==> src/design/ipds_pkg.sv <==
// shared types and constants for the image pair difference statistics block
`timescale 1ns / 1ps
`default_nettype none

package ipds_pkg;

   localparam int MAX_DIM      = 4096;
   localparam int MAX_CHANNELS = 4;

   localparam int DIM_W    = 13;
   localparam int POS_W    = 12;
   localparam int CHAN_W   = 3;
   localparam int TOL_W    = 8;
   localparam int PIXEL_W  = 32;
   localparam int COUNT_W  = 25;
   localparam int FRAC_W   = 17;
   localparam int TOTAL_W  = 25;
   localparam int REM_W    = TOTAL_W + 1;
   localparam int DIV_STEPS = FRAC_W;
   localparam int STEP_W   = $clog2(DIV_STEPS);
   localparam int CSR_INDEX_W = 2;
   localparam int CSR_DATA_W  = DIM_W;

   localparam logic [COUNT_W-1:0] COUNT_MAX = '1;
   localparam logic [POS_W-1:0]   POS_ALL_ONES = '1;

   typedef enum logic [CSR_INDEX_W-1:0] {
      REG_FRAME_WIDTH       = 2'd0,
      REG_FRAME_HEIGHT      = 2'd1,
      REG_CHANNEL_COUNT     = 2'd2,
      REG_CHANNEL_TOLERANCE = 2'd3
   } reg_index_type;

   typedef struct packed {
      logic [PIXEL_W-1:0] pixel_a;
      logic [PIXEL_W-1:0] pixel_b;
   } req_data_type;

   typedef struct packed {
      logic [COUNT_W-1:0] diff_count;
      logic               has_box;
      logic [POS_W-1:0]   box_x;
      logic [POS_W-1:0]   box_y;
      logic [DIM_W-1:0]   box_width;
      logic [DIM_W-1:0]   box_height;
      logic [FRAC_W-1:0]  match_fraction;
   } rsp_data_type;

   // effective configuration, already clamped
   typedef struct packed {
      logic [DIM_W-1:0]  width;
      logic [DIM_W-1:0]  height;
      logic [CHAN_W-1:0] channels;
      logic [TOL_W-1:0]  tolerance;
   } cfg_type;

   typedef struct packed {
      logic pixel_take;
      logic calc_total;
      logic div_init;
      logic div_step;
      logic out_load;
   } cmd_type;

   typedef struct packed {
      logic frame_end;
   } status_type;

endpackage

`default_nettype wire

==> src/design/ipds_csr.sv <==
// configuration registers with clamping of the programmed values
`timescale 1ns / 1ps
`default_nettype none

module ipds_csr (
   input  wire                                clock,
   input  wire                                reset,
   input  wire                                csr_valid,
   output logic                               csr_ready,
   input  wire  [ipds_pkg::CSR_INDEX_W-1:0]   csr_index,
   input  wire  [ipds_pkg::CSR_DATA_W-1:0]    csr_data,
   output ipds_pkg::cfg_type                  cfg
);
   import ipds_pkg::*;

   localparam logic [DIM_W-1:0]  DIM_LIMIT  = DIM_W'(MAX_DIM);
   localparam logic [CHAN_W-1:0] CHAN_LIMIT = CHAN_W'(MAX_CHANNELS);

   logic [DIM_W-1:0]  width_ff, width_in;
   logic [DIM_W-1:0]  height_ff, height_in;
   logic [CHAN_W-1:0] chan_ff, chan_in;
   logic [TOL_W-1:0]  tol_ff, tol_in;
   logic              write_en;

   assign csr_ready = 1'b1;
   assign write_en  = csr_valid & csr_ready;

   always_comb begin
      width_in  = width_ff;
      height_in = height_ff;
      chan_in   = chan_ff;
      tol_in    = tol_ff;
      if (write_en) begin
         case (reg_index_type'(csr_index))
            REG_FRAME_WIDTH:       width_in  = csr_data;
            REG_FRAME_HEIGHT:      height_in = csr_data;
            REG_CHANNEL_COUNT:     chan_in   = csr_data[CHAN_W-1:0];
            REG_CHANNEL_TOLERANCE: tol_in    = csr_data[TOL_W-1:0];
            default: ;
         endcase
      end
   end

   always_ff @(posedge clock) begin
      if (reset) begin
         width_ff  <= DIM_LIMIT;
         height_ff <= DIM_LIMIT;
         chan_ff   <= CHAN_LIMIT;
         tol_ff    <= '0;
      end else begin
         width_ff  <= width_in;
         height_ff <= height_in;
         chan_ff   <= chan_in;
         tol_ff    <= tol_in;
      end
   end

   // zero width or height counts as one; oversize dimensions and channel counts as the limit
   always_comb begin
      if (width_ff == '0)
         cfg.width = DIM_W'(1);
      else if (width_ff > DIM_LIMIT)
         cfg.width = DIM_LIMIT;
      else
         cfg.width = width_ff;

      if (height_ff == '0)
         cfg.height = DIM_W'(1);
      else if (height_ff > DIM_LIMIT)
         cfg.height = DIM_LIMIT;
      else
         cfg.height = height_ff;

      cfg.channels  = (chan_ff > CHAN_LIMIT) ? CHAN_LIMIT : chan_ff;
      cfg.tolerance = tol_ff;
   end

endmodule

`default_nettype wire

==> src/design/ipds_ctrl.sv <==
// controller: pixel accumulation, frame-end product, divider sequencing, result handoff
`timescale 1ns / 1ps
`default_nettype none

module ipds_ctrl (
   input  wire                     clock,
   input  wire                     reset,
   input  wire                     req_valid,
   output logic                    req_ready,
   output logic                    rsp_valid,
   input  wire                     rsp_ready,
   input  ipds_pkg::status_type    status,
   output ipds_pkg::cmd_type       cmd
);
   import ipds_pkg::*;

   typedef enum logic [4:0] {
      ST_ACCUM   = 5'b00001,
      ST_PRODUCT = 5'b00010,
      ST_PREP    = 5'b00100,
      ST_DIVIDE  = 5'b01000,
      ST_LOAD    = 5'b10000
   } state_type;

   state_type         state_ff, state_in;
   logic [STEP_W-1:0] step_ff, step_in;
   logic              rsp_valid_ff, rsp_valid_in;
   logic              out_free;

   assign req_ready = (state_ff == ST_ACCUM);
   assign rsp_valid = rsp_valid_ff;
   assign out_free  = ~rsp_valid_ff | rsp_ready;

   always_comb begin
      state_in     = state_ff;
      step_in      = step_ff;
      rsp_valid_in = rsp_valid_ff & ~rsp_ready;
      cmd          = '0;
      case (state_ff)
         ST_ACCUM: begin
            if (req_valid) begin
               cmd.pixel_take = 1'b1;
               if (status.frame_end)
                  state_in = ST_PRODUCT;
            end
         end
         ST_PRODUCT: begin
            cmd.calc_total = 1'b1;
            state_in       = ST_PREP;
         end
         ST_PREP: begin
            cmd.div_init = 1'b1;
            step_in      = STEP_W'(DIV_STEPS - 1);
            state_in     = ST_DIVIDE;
         end
         ST_DIVIDE: begin
            cmd.div_step = 1'b1;
            if (step_ff == '0)
               state_in = ST_LOAD;
            else
               step_in = step_ff - 1'b1;
         end
         ST_LOAD: begin
            // wait for the previous result beat to leave the output register
            if (out_free) begin
               cmd.out_load = 1'b1;
               rsp_valid_in = 1'b1;
               state_in     = ST_ACCUM;
            end
         end
         default: state_in = ST_ACCUM;
      endcase
   end

   always_ff @(posedge clock) begin
      if (reset) begin
         state_ff     <= ST_ACCUM;
         step_ff      <= '0;
         rsp_valid_ff <= 1'b0;
      end else begin
         state_ff     <= state_in;
         step_ff      <= step_in;
         rsp_valid_ff <= rsp_valid_in;
      end
   end

endmodule

`default_nettype wire

==> src/design/ipds_datapath.sv <==
// datapath: pixel compare, counters, bounding box, total product, restoring divider, output register
`timescale 1ns / 1ps
`default_nettype none

module ipds_datapath (
   input  wire                       clock,
   input  wire                       reset,
   input  ipds_pkg::cfg_type         cfg,
   input  ipds_pkg::req_data_type    req_data,
   input  ipds_pkg::cmd_type         cmd,
   output ipds_pkg::status_type      status,
   output ipds_pkg::rsp_data_type    rsp_data
);
   import ipds_pkg::*;

   logic [POS_W-1:0]   column_ff, column_in;
   logic [POS_W-1:0]   row_ff, row_in;
   logic [COUNT_W-1:0] total_diff_ff, total_diff_in;
   logic [POS_W-1:0]   min_col_ff, min_col_in;
   logic [POS_W-1:0]   min_row_ff, min_row_in;
   logic [POS_W-1:0]   max_col_ff, max_col_in;
   logic [POS_W-1:0]   max_row_ff, max_row_in;

   logic [TOTAL_W-1:0] total_ff;
   logic [REM_W-1:0]   rem_ff, rem_in;
   logic [FRAC_W-1:0]  quot_ff, quot_in;
   rsp_data_type       out_ff, out_in;

   logic [MAX_CHANNELS-1:0] lane_hit;
   logic                    pixel_mismatch;
   logic                    last_col, last_row, first_hit;
   logic [2*DIM_W-1:0]      product;
   logic [TOTAL_W-1:0]      diff_wide, matching;
   logic [REM_W-1:0]        rem_sub;
   logic                    rem_ge;
   logic                    has;

   // per-channel absolute difference against the tolerance
   always_comb begin
      logic [7:0] byte_a;
      logic [7:0] byte_b;
      logic [7:0] byte_d;
      for (int k = 0; k < MAX_CHANNELS; k++) begin
         byte_a = req_data.pixel_a[8*k +: 8];
         byte_b = req_data.pixel_b[8*k +: 8];
         byte_d = (byte_a > byte_b) ? (byte_a - byte_b) : (byte_b - byte_a);
         lane_hit[k] = (CHAN_W'(k) < cfg.channels) && (byte_d > cfg.tolerance);
      end
   end

   assign pixel_mismatch = |lane_hit;
   assign last_col  = {1'b0, column_ff} >= (cfg.width - DIM_W'(1));
   assign last_row  = {1'b0, row_ff} >= (cfg.height - DIM_W'(1));
   assign status.frame_end = last_col & last_row;
   assign first_hit = (total_diff_ff == '0);

   assign product   = cfg.width * cfg.height;
   assign diff_wide = TOTAL_W'(total_diff_ff);
   assign matching  = (diff_wide >= total_ff) ? '0 : (total_ff - diff_wide);
   assign rem_ge    = rem_ff >= {1'b0, total_ff};
   assign rem_sub   = rem_ge ? (rem_ff - {1'b0, total_ff}) : rem_ff;
   assign has       = ~first_hit;

   always_comb begin
      column_in     = column_ff;
      row_in        = row_ff;
      total_diff_in = total_diff_ff;
      min_col_in    = min_col_ff;
      min_row_in    = min_row_ff;
      max_col_in    = max_col_ff;
      max_row_in    = max_row_ff;

      if (cmd.pixel_take) begin
         if (pixel_mismatch) begin
            if (total_diff_ff != COUNT_MAX)
               total_diff_in = total_diff_ff + 1'b1;
            if (first_hit || column_ff < min_col_ff) min_col_in = column_ff;
            if (first_hit || row_ff < min_row_ff)    min_row_in = row_ff;
            if (first_hit || column_ff > max_col_ff) max_col_in = column_ff;
            if (first_hit || row_ff > max_row_ff)    max_row_in = row_ff;
         end
         if (!last_col) begin
            column_in = column_ff + 1'b1;
         end else if (!last_row) begin
            column_in = '0;
            row_in    = row_ff + 1'b1;
         end
      end

      // frame statistics restart once the result is captured
      if (cmd.out_load) begin
         column_in     = '0;
         row_in        = '0;
         total_diff_in = '0;
         min_col_in    = POS_ALL_ONES;
         min_row_in    = POS_ALL_ONES;
         max_col_in    = '0;
         max_row_in    = '0;
      end
   end

   // restoring division, one quotient bit per step, msb first
   always_comb begin
      rem_in  = rem_ff;
      quot_in = quot_ff;
      if (cmd.div_init) begin
         rem_in  = {1'b0, matching};
         quot_in = '0;
      end else if (cmd.div_step) begin
         rem_in  = {rem_sub[REM_W-2:0], 1'b0};
         quot_in = {quot_ff[FRAC_W-2:0], rem_ge};
      end
   end

   always_comb begin
      out_in = out_ff;
      if (cmd.out_load) begin
         out_in.diff_count     = total_diff_ff;
         out_in.has_box        = has;
         out_in.box_x          = has ? min_col_ff : '0;
         out_in.box_y          = has ? min_row_ff : '0;
         out_in.box_width      = has ? ({1'b0, max_col_ff} - {1'b0, min_col_ff} + DIM_W'(1))
                                     : '0;
         out_in.box_height     = has ? ({1'b0, max_row_ff} - {1'b0, min_row_ff} + DIM_W'(1))
                                     : '0;
         out_in.match_fraction = quot_ff;
      end
   end

   always_ff @(posedge clock) begin
      if (reset) begin
         column_ff     <= '0;
         row_ff        <= '0;
         total_diff_ff <= '0;
         min_col_ff    <= POS_ALL_ONES;
         min_row_ff    <= POS_ALL_ONES;
         max_col_ff    <= '0;
         max_row_ff    <= '0;
      end else begin
         column_ff     <= column_in;
         row_ff        <= row_in;
         total_diff_ff <= total_diff_in;
         min_col_ff    <= min_col_in;
         min_row_ff    <= min_row_in;
         max_col_ff    <= max_col_in;
         max_row_ff    <= max_row_in;
      end
   end

   always_ff @(posedge clock) begin
      if (cmd.calc_total)
         total_ff <= product[TOTAL_W-1:0];
      rem_ff  <= rem_in;
      quot_ff <= quot_in;
      out_ff  <= out_in;
   end

   assign rsp_data = out_ff;

endmodule

`default_nettype wire

==> src/design/image_pair_diff_stats_top.sv <==
// top level of the image pair difference statistics block
// Usage: pixel pairs of two frames arrive in raster order on req_* (valid/ready),
// one beat per pixel; the block keeps its own column and row counters.
// Frame geometry, channel count and tolerance are written on csr_* by register index;
// csr_ready is always high and writes take effect at once.
// Throughput: one pixel beat per cycle while a frame streams in.
// After the last pixel of a frame the block accepts no pixels while it forms
// the width by height product, sets up the divider, runs the restoring divider
// (one quotient bit per cycle) and loads the output register; rsp_valid rises
// as the output register is loaded.
// The result sits in an output register; the next frame streams in while it
// waits. If the receiver still holds the previous result when a frame ends,
// the block waits with req_ready low until that beat is taken.
// Reset restores the register defaults (4096 x 4096, four channels, tolerance 0)
// and clears the frame counters and statistics; no clearing pass is needed.
`timescale 1ns / 1ps
`default_nettype none

module image_pair_diff_stats_top (
   input  wire                                clock,
   input  wire                                reset,
   input  wire                                req_valid,
   output logic                               req_ready,
   input  ipds_pkg::req_data_type             req_data,
   output logic                               rsp_valid,
   input  wire                                rsp_ready,
   output ipds_pkg::rsp_data_type             rsp_data,
   input  wire                                csr_valid,
   output logic                               csr_ready,
   input  wire  [ipds_pkg::CSR_INDEX_W-1:0]   csr_index,
   input  wire  [ipds_pkg::CSR_DATA_W-1:0]    csr_data
);
   import ipds_pkg::*;

   cfg_type    cfg;
   cmd_type    cmd;
   status_type status;

   ipds_csr u_csr (
      .clock     (clock),
      .reset     (reset),
      .csr_valid (csr_valid),
      .csr_ready (csr_ready),
      .csr_index (csr_index),
      .csr_data  (csr_data),
      .cfg       (cfg)
   );

   ipds_ctrl u_ctrl (
      .clock     (clock),
      .reset     (reset),
      .req_valid (req_valid),
      .req_ready (req_ready),
      .rsp_valid (rsp_valid),
      .rsp_ready (rsp_ready),
      .status    (status),
      .cmd       (cmd)
   );

   ipds_datapath u_datapath (
      .clock    (clock),
      .reset    (reset),
      .cfg      (cfg),
      .req_data (req_data),
      .cmd      (cmd),
      .status   (status),
      .rsp_data (rsp_data)
   );

endmodule

`default_nettype wire

==> config.mk <==
export PLATFORM = sky130hd
export DESIGN_NAME = image_pair_diff_stats_top
export DESIGN_NICKNAME = d
export VERILOG_FILES = /design/src/design/ipds_pkg.sv /design/src/design/ipds_csr.sv /design/src/design/ipds_ctrl.sv /design/src/design/ipds_datapath.sv /design/src/design/image_pair_diff_stats_top.sv
export SDC_FILE = /design/constraint.sdc
export NUM_CORES = 1
export LEC_CHECK = 0
export BUFFER_PORTS_ARGS = -buffer_cell sky130_fd_sc_hd__buf_2
export CORE_MARGIN = 2
export CORE_UTILIZATION = 25
export DETAILED_ROUTE_END_ITERATION = 10
export PLACE_DENSITY = 0.44
export SLEW_MARGIN = 25
export SYNTH_ARGS = -nofsm -noshare
export SYNTH_HDL_FRONTEND = slang
export SYNTH_HIERARCHICAL = 1
export SYNTH_SLANG_ARGS = --single-unit
==> constraint.sdc <==
create_clock -name clock -period 13.07 [get_ports clock]
set_clock_uncertainty 0.05 [all_clocks]
set_input_delay 2.614 -clock clock [delete_from_list [all_inputs] [get_ports clock]]
set_output_delay 2.614 -clock clock [all_outputs]
set_load 0.005 [all_outputs]
* Word-level counts from Yosys, hierarchy flattened
Index checks and enable logic that the tools add are counted. W data, S select, Z words.
Operators by class: add/subtract/negate cells 20, $mul 1, $lt $le $gt $ge 23, eq/ne operators 15, multiplexer cells 31, bitwise logic cells 7, reductions and logical operators 30
Operator list (number):
- $mux W25 | 4
- $gt A8 B8 Y1 | 8
- $sub A8 B8 Y8 | 8
- $mux W13 | 4
- $sub A25 B25 Y25 | 2
- $mux W8 | 4
- $add A13 B1 Y13 const B | 2
- $ge A12 B13 Y1 | 2
- $ge A26 B25 Y1 | 1
- $gt A13 B13 Y1 const B | 2
- $logic_not A13 Y1 | 2
- $sub A12 B12 Y13 | 2
- $sub A13 B1 Y13 const B | 2
- $add A25 B1 Y25 const B | 1
- $ge A25 B25 Y1 | 1
- $logic_not A25 Y1 | 1
- $mul A13 B13 Y25 | 1
- $mux W5 | 5
- $ne A25 B25 Y1 const B | 1
- $pmux W5 S5 | 1
- $add A12 B1 Y12 const B | 2
- $gt A12 B12 Y1 | 2
- $lt A12 B12 Y1 | 2
- $mux W12 | 2
- 29 further kinds | 65
Storage, ports and cells: register bits 306, input port bits 84, output and inout port bits 96, word-level logic and storage cells 152

* Longest topological paths before layout
depth in word-level cells 9, mapped depth 25, depth with buffers taken out 23

* Modules after synthesis
The synthesis kept the hierarchy.
Modules (own cells, without submodules):
- ipds_datapath | instances 1, cells each 2736, area an instance 24770.0 µm², sequential area each 6596.3 µm²
- ipds_csr | instances 1, cells each 193, area an instance 1561.5 µm², sequential area each 740.7 µm²
- ipds_ctrl | instances 1, cells each 58, area an instance 551.8 µm², sequential area each 220.2 µm²

* Least setup slack after synthesis
Ideal clock, no wire load.
path type input-to-reg, start in req_data[56] (netlist bit), end reg u_datapath.total_diff_ff[10], in the netlist u_datapath/diff_wide[10], library setup time 0.115 ns, arrival time 6.932 ns, required time 12.905 ns, path slack 5.974 ns, cell stages on the path 24, path buffers 2, cell sequence inv_1 > ha_1 > inv_1 > fa_1 > a21o_1 > a21oi_1 > o22ai_1 > o22ai_1 > buf_2 > mux2_1 > o21a_1 > o21ai_1 > a21oi_1 > xnor2_1 > ha_1 > nand3_1 > nor2_1 > a22o_1 > a31o_1 > a22o_1 > a21oi_1 > clkbuf_1 > a31oi_1 > o21a_1
Between the ends: longest elaborated chain between the ends 6, elaborated cells between the ends (all ways) 8, those cells by class add/sub (2); order compare (2); mux (1); reduce/logical (3)
Ends and longest elaborated chain:
- start, declared | line image_pair_diff_stats_top.sv:24 | input ipds_pkg::req_data_type req_data,
- $sub A8 B8 Y8 or $gt A8 B8 Y1 (tied branches) | line ipds_datapath.sv:46 | byte_d = (byte_a > byte_b) ? (byte_a - byte_b) : (byte_b - byte_a);
- $mux W8 (*) | line ipds_datapath.sv:46
- $gt A8 B8 Y1 (*) | line ipds_datapath.sv:47 | lane_hit[k] = (CHAN_W'(k) < cfg.channels) && (byte_d > cfg.tolerance);
- $logic_and A1 B1 Y1 (*) | line ipds_datapath.sv:47
- $reduce_or A4 Y1 (*) | line ipds_datapath.sv:51 | assign pixel_mismatch = |lane_hit;
- $reduce_and A3 Y1 (no source line) (*)
- end signal, assigned | line ipds_datapath.sv:142 | total_diff_ff <= total_diff_in;
- end, declared | line ipds_datapath.sv:18 | logic [COUNT_W-1:0] total_diff_ff, total_diff_in;
Every way passes the cells marked *; elsewhere a longest branch is shown, timed or not. A chain may end at the register's enable or synchronous reset.

* Final worst setup path
start in req_data[56] (netlist bit), end reg u_datapath.total_diff_ff[23], in the netlist u_datapath/diff_wide[23]
The elaborated chain is that of the path after synthesis.

==> impl_metrics.csv <==
group,metric,value,unit
sta,slew_headroom,0.339,
logic_synthesis,yosysUniqueCellTypes,105,
sta,worst_pin_slew,0.991,ns
die,die_area,110000,um^2
clock_network,clkTransAtPathRegs,0.06,ns
power,clkPwrFrac,0.420,
setup_path,critPathMaxFanout,24,
clock_network,htreeDepth,2,
finish,fin_cells,4564,
routing,routed_via_density,4.61,
setup_path,critPathKind,"in2reg",
placement,post_dp_cell_area,29400,um^2
clock_network,cts_buffers,39,
logic_synthesis,synth.most_common_cell,"inv_1",
setup_path,crit_path_end_kind,"flop",
sta,final.setup.worst_slack,5.48,ns
power,p_comb_frac,0.171,
logic_synthesis,synth_edf_count,143,
placement,dp_hpwl,55200,um
power,powerDensity,82.0,nW/um^2
logic_synthesis,synth_seq_cells,306,
logic_synthesis,async_flop_share,0,
routing,wl_per_cell,15.6,um
power,p_seq_frac,0.408,
die,fp-row-count,120,
grt,grt_max_degree,63,
run,drv_cap,0,
power,p_int,1.79,mW
logic_synthesis,synthFlopType,"dfxtp_1",
logic_synthesis,synth.largest_area_cell,"edfxtp_1",
power,leakage,13.7,nW
die,die_x,332,um
sta,slew_violations,0,
finish,nets,3676,
grt,antenna_found_initial,5,
die,die_y,332,um
placement,place_inst,4488,
sta,hold_viol,0,
setup_path,cp_data_required_time,13.48,ns
logic_synthesis,synthesis.nets,3536,
sta,post-route-period-util,0.581,
logic_synthesis,syn_inst,2987,
logic_synthesis,synthTopCellsByCount,"413 x inv_1, 333 x ha_1, 226 x nand2_1, 178 x a21oi_1, 163 x dfxtp_1",
sta,fin_setup_tns,0,ns
clock_network,clock-sinks,306,
clock_network,clockBufferDepth,3,
logic_synthesis,avgSynthCellArea,9.00,um^2
power,p_sw_frac,0.288,
routing,wirelength,71300,um
routing,dr.pass1.iters,5,
clock_network,tritoncts,"done",
setup_path,arrival,8.00,ns
grt,grt_pass1_vias,21100,
finish,syn2layout_area_growth,14.1,%
placement,portBuffers,178,
logic_synthesis,yosys-top-cells-area,"edfxtp_1 16%, ha_1 15%, dfxtp_1 12%",
routing,drc_errors,0,
placement,place_ws,4.90,ns
sta,setup_viol,0,
finish,drive_gt1_frac,0.113,
clock_network,cts_resized,0,
clock_network,cts_hold_buf,0,
die,ios,180,
clock_network,clk_latency,0.57,ns
sta,fmax,132,MHz
logic_synthesis,synth_seq_area_share,0.281,
hold_path,hp-class,"reg2reg",
placement,routabilityCongestion,0.827,
setup_path,rrSetupSlack,6.36,ns
sta,rsz0062_at_grt,"no",
routing,vias,21000,
sta,finalCriticalPeriod,7.59,ns
setup_path,cp-start-kind,"input pin",
power,peakVddDrop,85.3,uV
die,initial_core_util,0.251,
logic_synthesis,synth_warnings,6,
finish,final_area,30700,um^2
logic_synthesis,synth_top_area_frac,0.160,
grt,grt.overflow.total,0,
logic_synthesis,syn-cell-area,26900,um^2
outcome,status,"completed",
power,p_sw,0.726,mW
die,core,107000,um^2
clock_network,postCtsSetupBuffers,0,
grt,grt_pass1_wl,115000,um
grt,grt_use_total,0.128,
routing,drtIter0Drc,949,
routing,ant_nets,0,
clock_network,cts-root-buf,"clkbuf_16",
[metal layers]
layer / global-route usage / vias to the layer above / share of wire / routed length (um)
li1: - / 10600 / - / -
met1: 0.172 / 9996 / 0.48 / 34100
met2: 0.215 / 312 / 0.46 / 33000
met3: 0.0196 / 81 / 0.038 / 2690
met4: 0.0290 / 10 / 0.019 / 1380
met5: 0 / - / 0.00074 / 53
[cell families after synthesis]
| logic type | after synthesis | share of synthesized area |
|---|---|---|
| and+or+nand+nor | 873 | 0.167 |
| AOI/OAI and AO/OA | 599 | 0.148 |
| buffers and inverters | 533 | 0.0777 |
| adders and majority gates | 465 | 0.253 |
| DFF | 306 | 0.281 |
| xor gates and xnor gates | 119 | 0.0388 |
| muxes | 91 | 0.0344 |
| other | 1 | 0.000139 |
[state kept, by name, summed over array words and instances, names as in the netlist]
register	count
u_datapath/diff_wide	25
u_ctrl/state_ff	5
u_csr/tol_ff	8
u_datapath/rsp_data	93
u_datapath/column_ff	12
u_datapath/rem_ff	26
u_datapath/quot_ff	17
u_datapath/total_ff	25
u_datapath/min_row_ff	12
u_datapath/max_col_ff	12
u_datapath/row_ff	12
u_csr/height_ff	13
u_ctrl/step_ff	5
u_datapath/max_row_ff	12
u_csr/width_ff	13
u_csr/chan_ff	3
u_ctrl/rsp_valid	1
u_datapath/min_col_ff	12
[placed cells by master, fill, tap and decap left out, types with 92 or more instances in the layout]
cell        n
a21oi_1   177
fa_1      132
ha_1      333
edfxtp_1  143
dfxtp_1   163
and2_1     92
nand2_1   226
buf_2     178
inv_1     413
nor2_1    155
[power groups by stage]
stage / sequential (mW) / combinational [mW] / clock (mW)
3_5_place_dp: 1.05 / 0.439 / 0
4_1_cts: 1.03 / 0.442 / 1.11
2_1_floorplan: 1.04 / 0.309 / 0
6_report: 1.03 / 0.431 / 1.06
3_3_place_gp: 1.05 / 0.435 / 0
5_1_grt: 1.03 / 0.491 / 1.14
[worst max-delay path, cell delays in order]
cell and delay (ns):
buf_2 0.11, inv_1 0.05, ha_1 0.16, inv_1 0.06, fa_1 0.38, a21o_1 0.17, a21oi_1 0.18, o22ai_1 0.11
o22ai_1 0.77, mux2_1 0.41, o21a_1 0.19, o21ai_1 0.16, a21oi_1 0.10, xnor2_1 0.13, ha_1 0.29, nand3_1 0.11
nor2_1 0.05, a22o_1 0.22, a31o_1 0.20, a22o_1 0.18, buf_4 0.20, a21oi_4 0.60, buf_16 0.23, a211oi_1 0.08
a31o_1 0.21
[cell type report]
| cell class | instances | area (um^2) |
|---|---|---|
| Timing Repair Buffer | 218 | 1210 |
| Antenna cell | 4 | 10.0 |
| Clock inverter | 25 | 225 |
| Inverter | 414 | 1550 |
| Multi-Input combinational cell | 2148 | 17300 |
| Tap cell | 1403 | 1760 |
| Sequential cell | 306 | 7560 |
| Fill cell | 11500 | 76200 |
| Clock buffer | 46 | 1030 |
[metrics by stage]
step                       util  total power [mW]  hold slack [ns]
final                     0.287              2.52            0.382
after detailed placement  0.275              1.49            0.365
after floorplan               -              1.35            0.358
after global placement    0.275              1.48            0.372
after CTS                 0.287              2.58            0.384
after global routing      0.287              2.66            0.389
[final timing paths]
kind | start | endpoint | cells after the start
max | req_data[56] | u_datapath/diff_wide[23] | 25
max reg2reg | u_csr/width_ff[12] | u_datapath/total_ff[23] | 21
min | u_datapath/quot_ff[16] | u_datapath/rsp_data[16] | 0
min reg2reg | u_datapath/quot_ff[16] | u_datapath/rsp_data[16] | 0
Power figures use the tool's default switching activity.
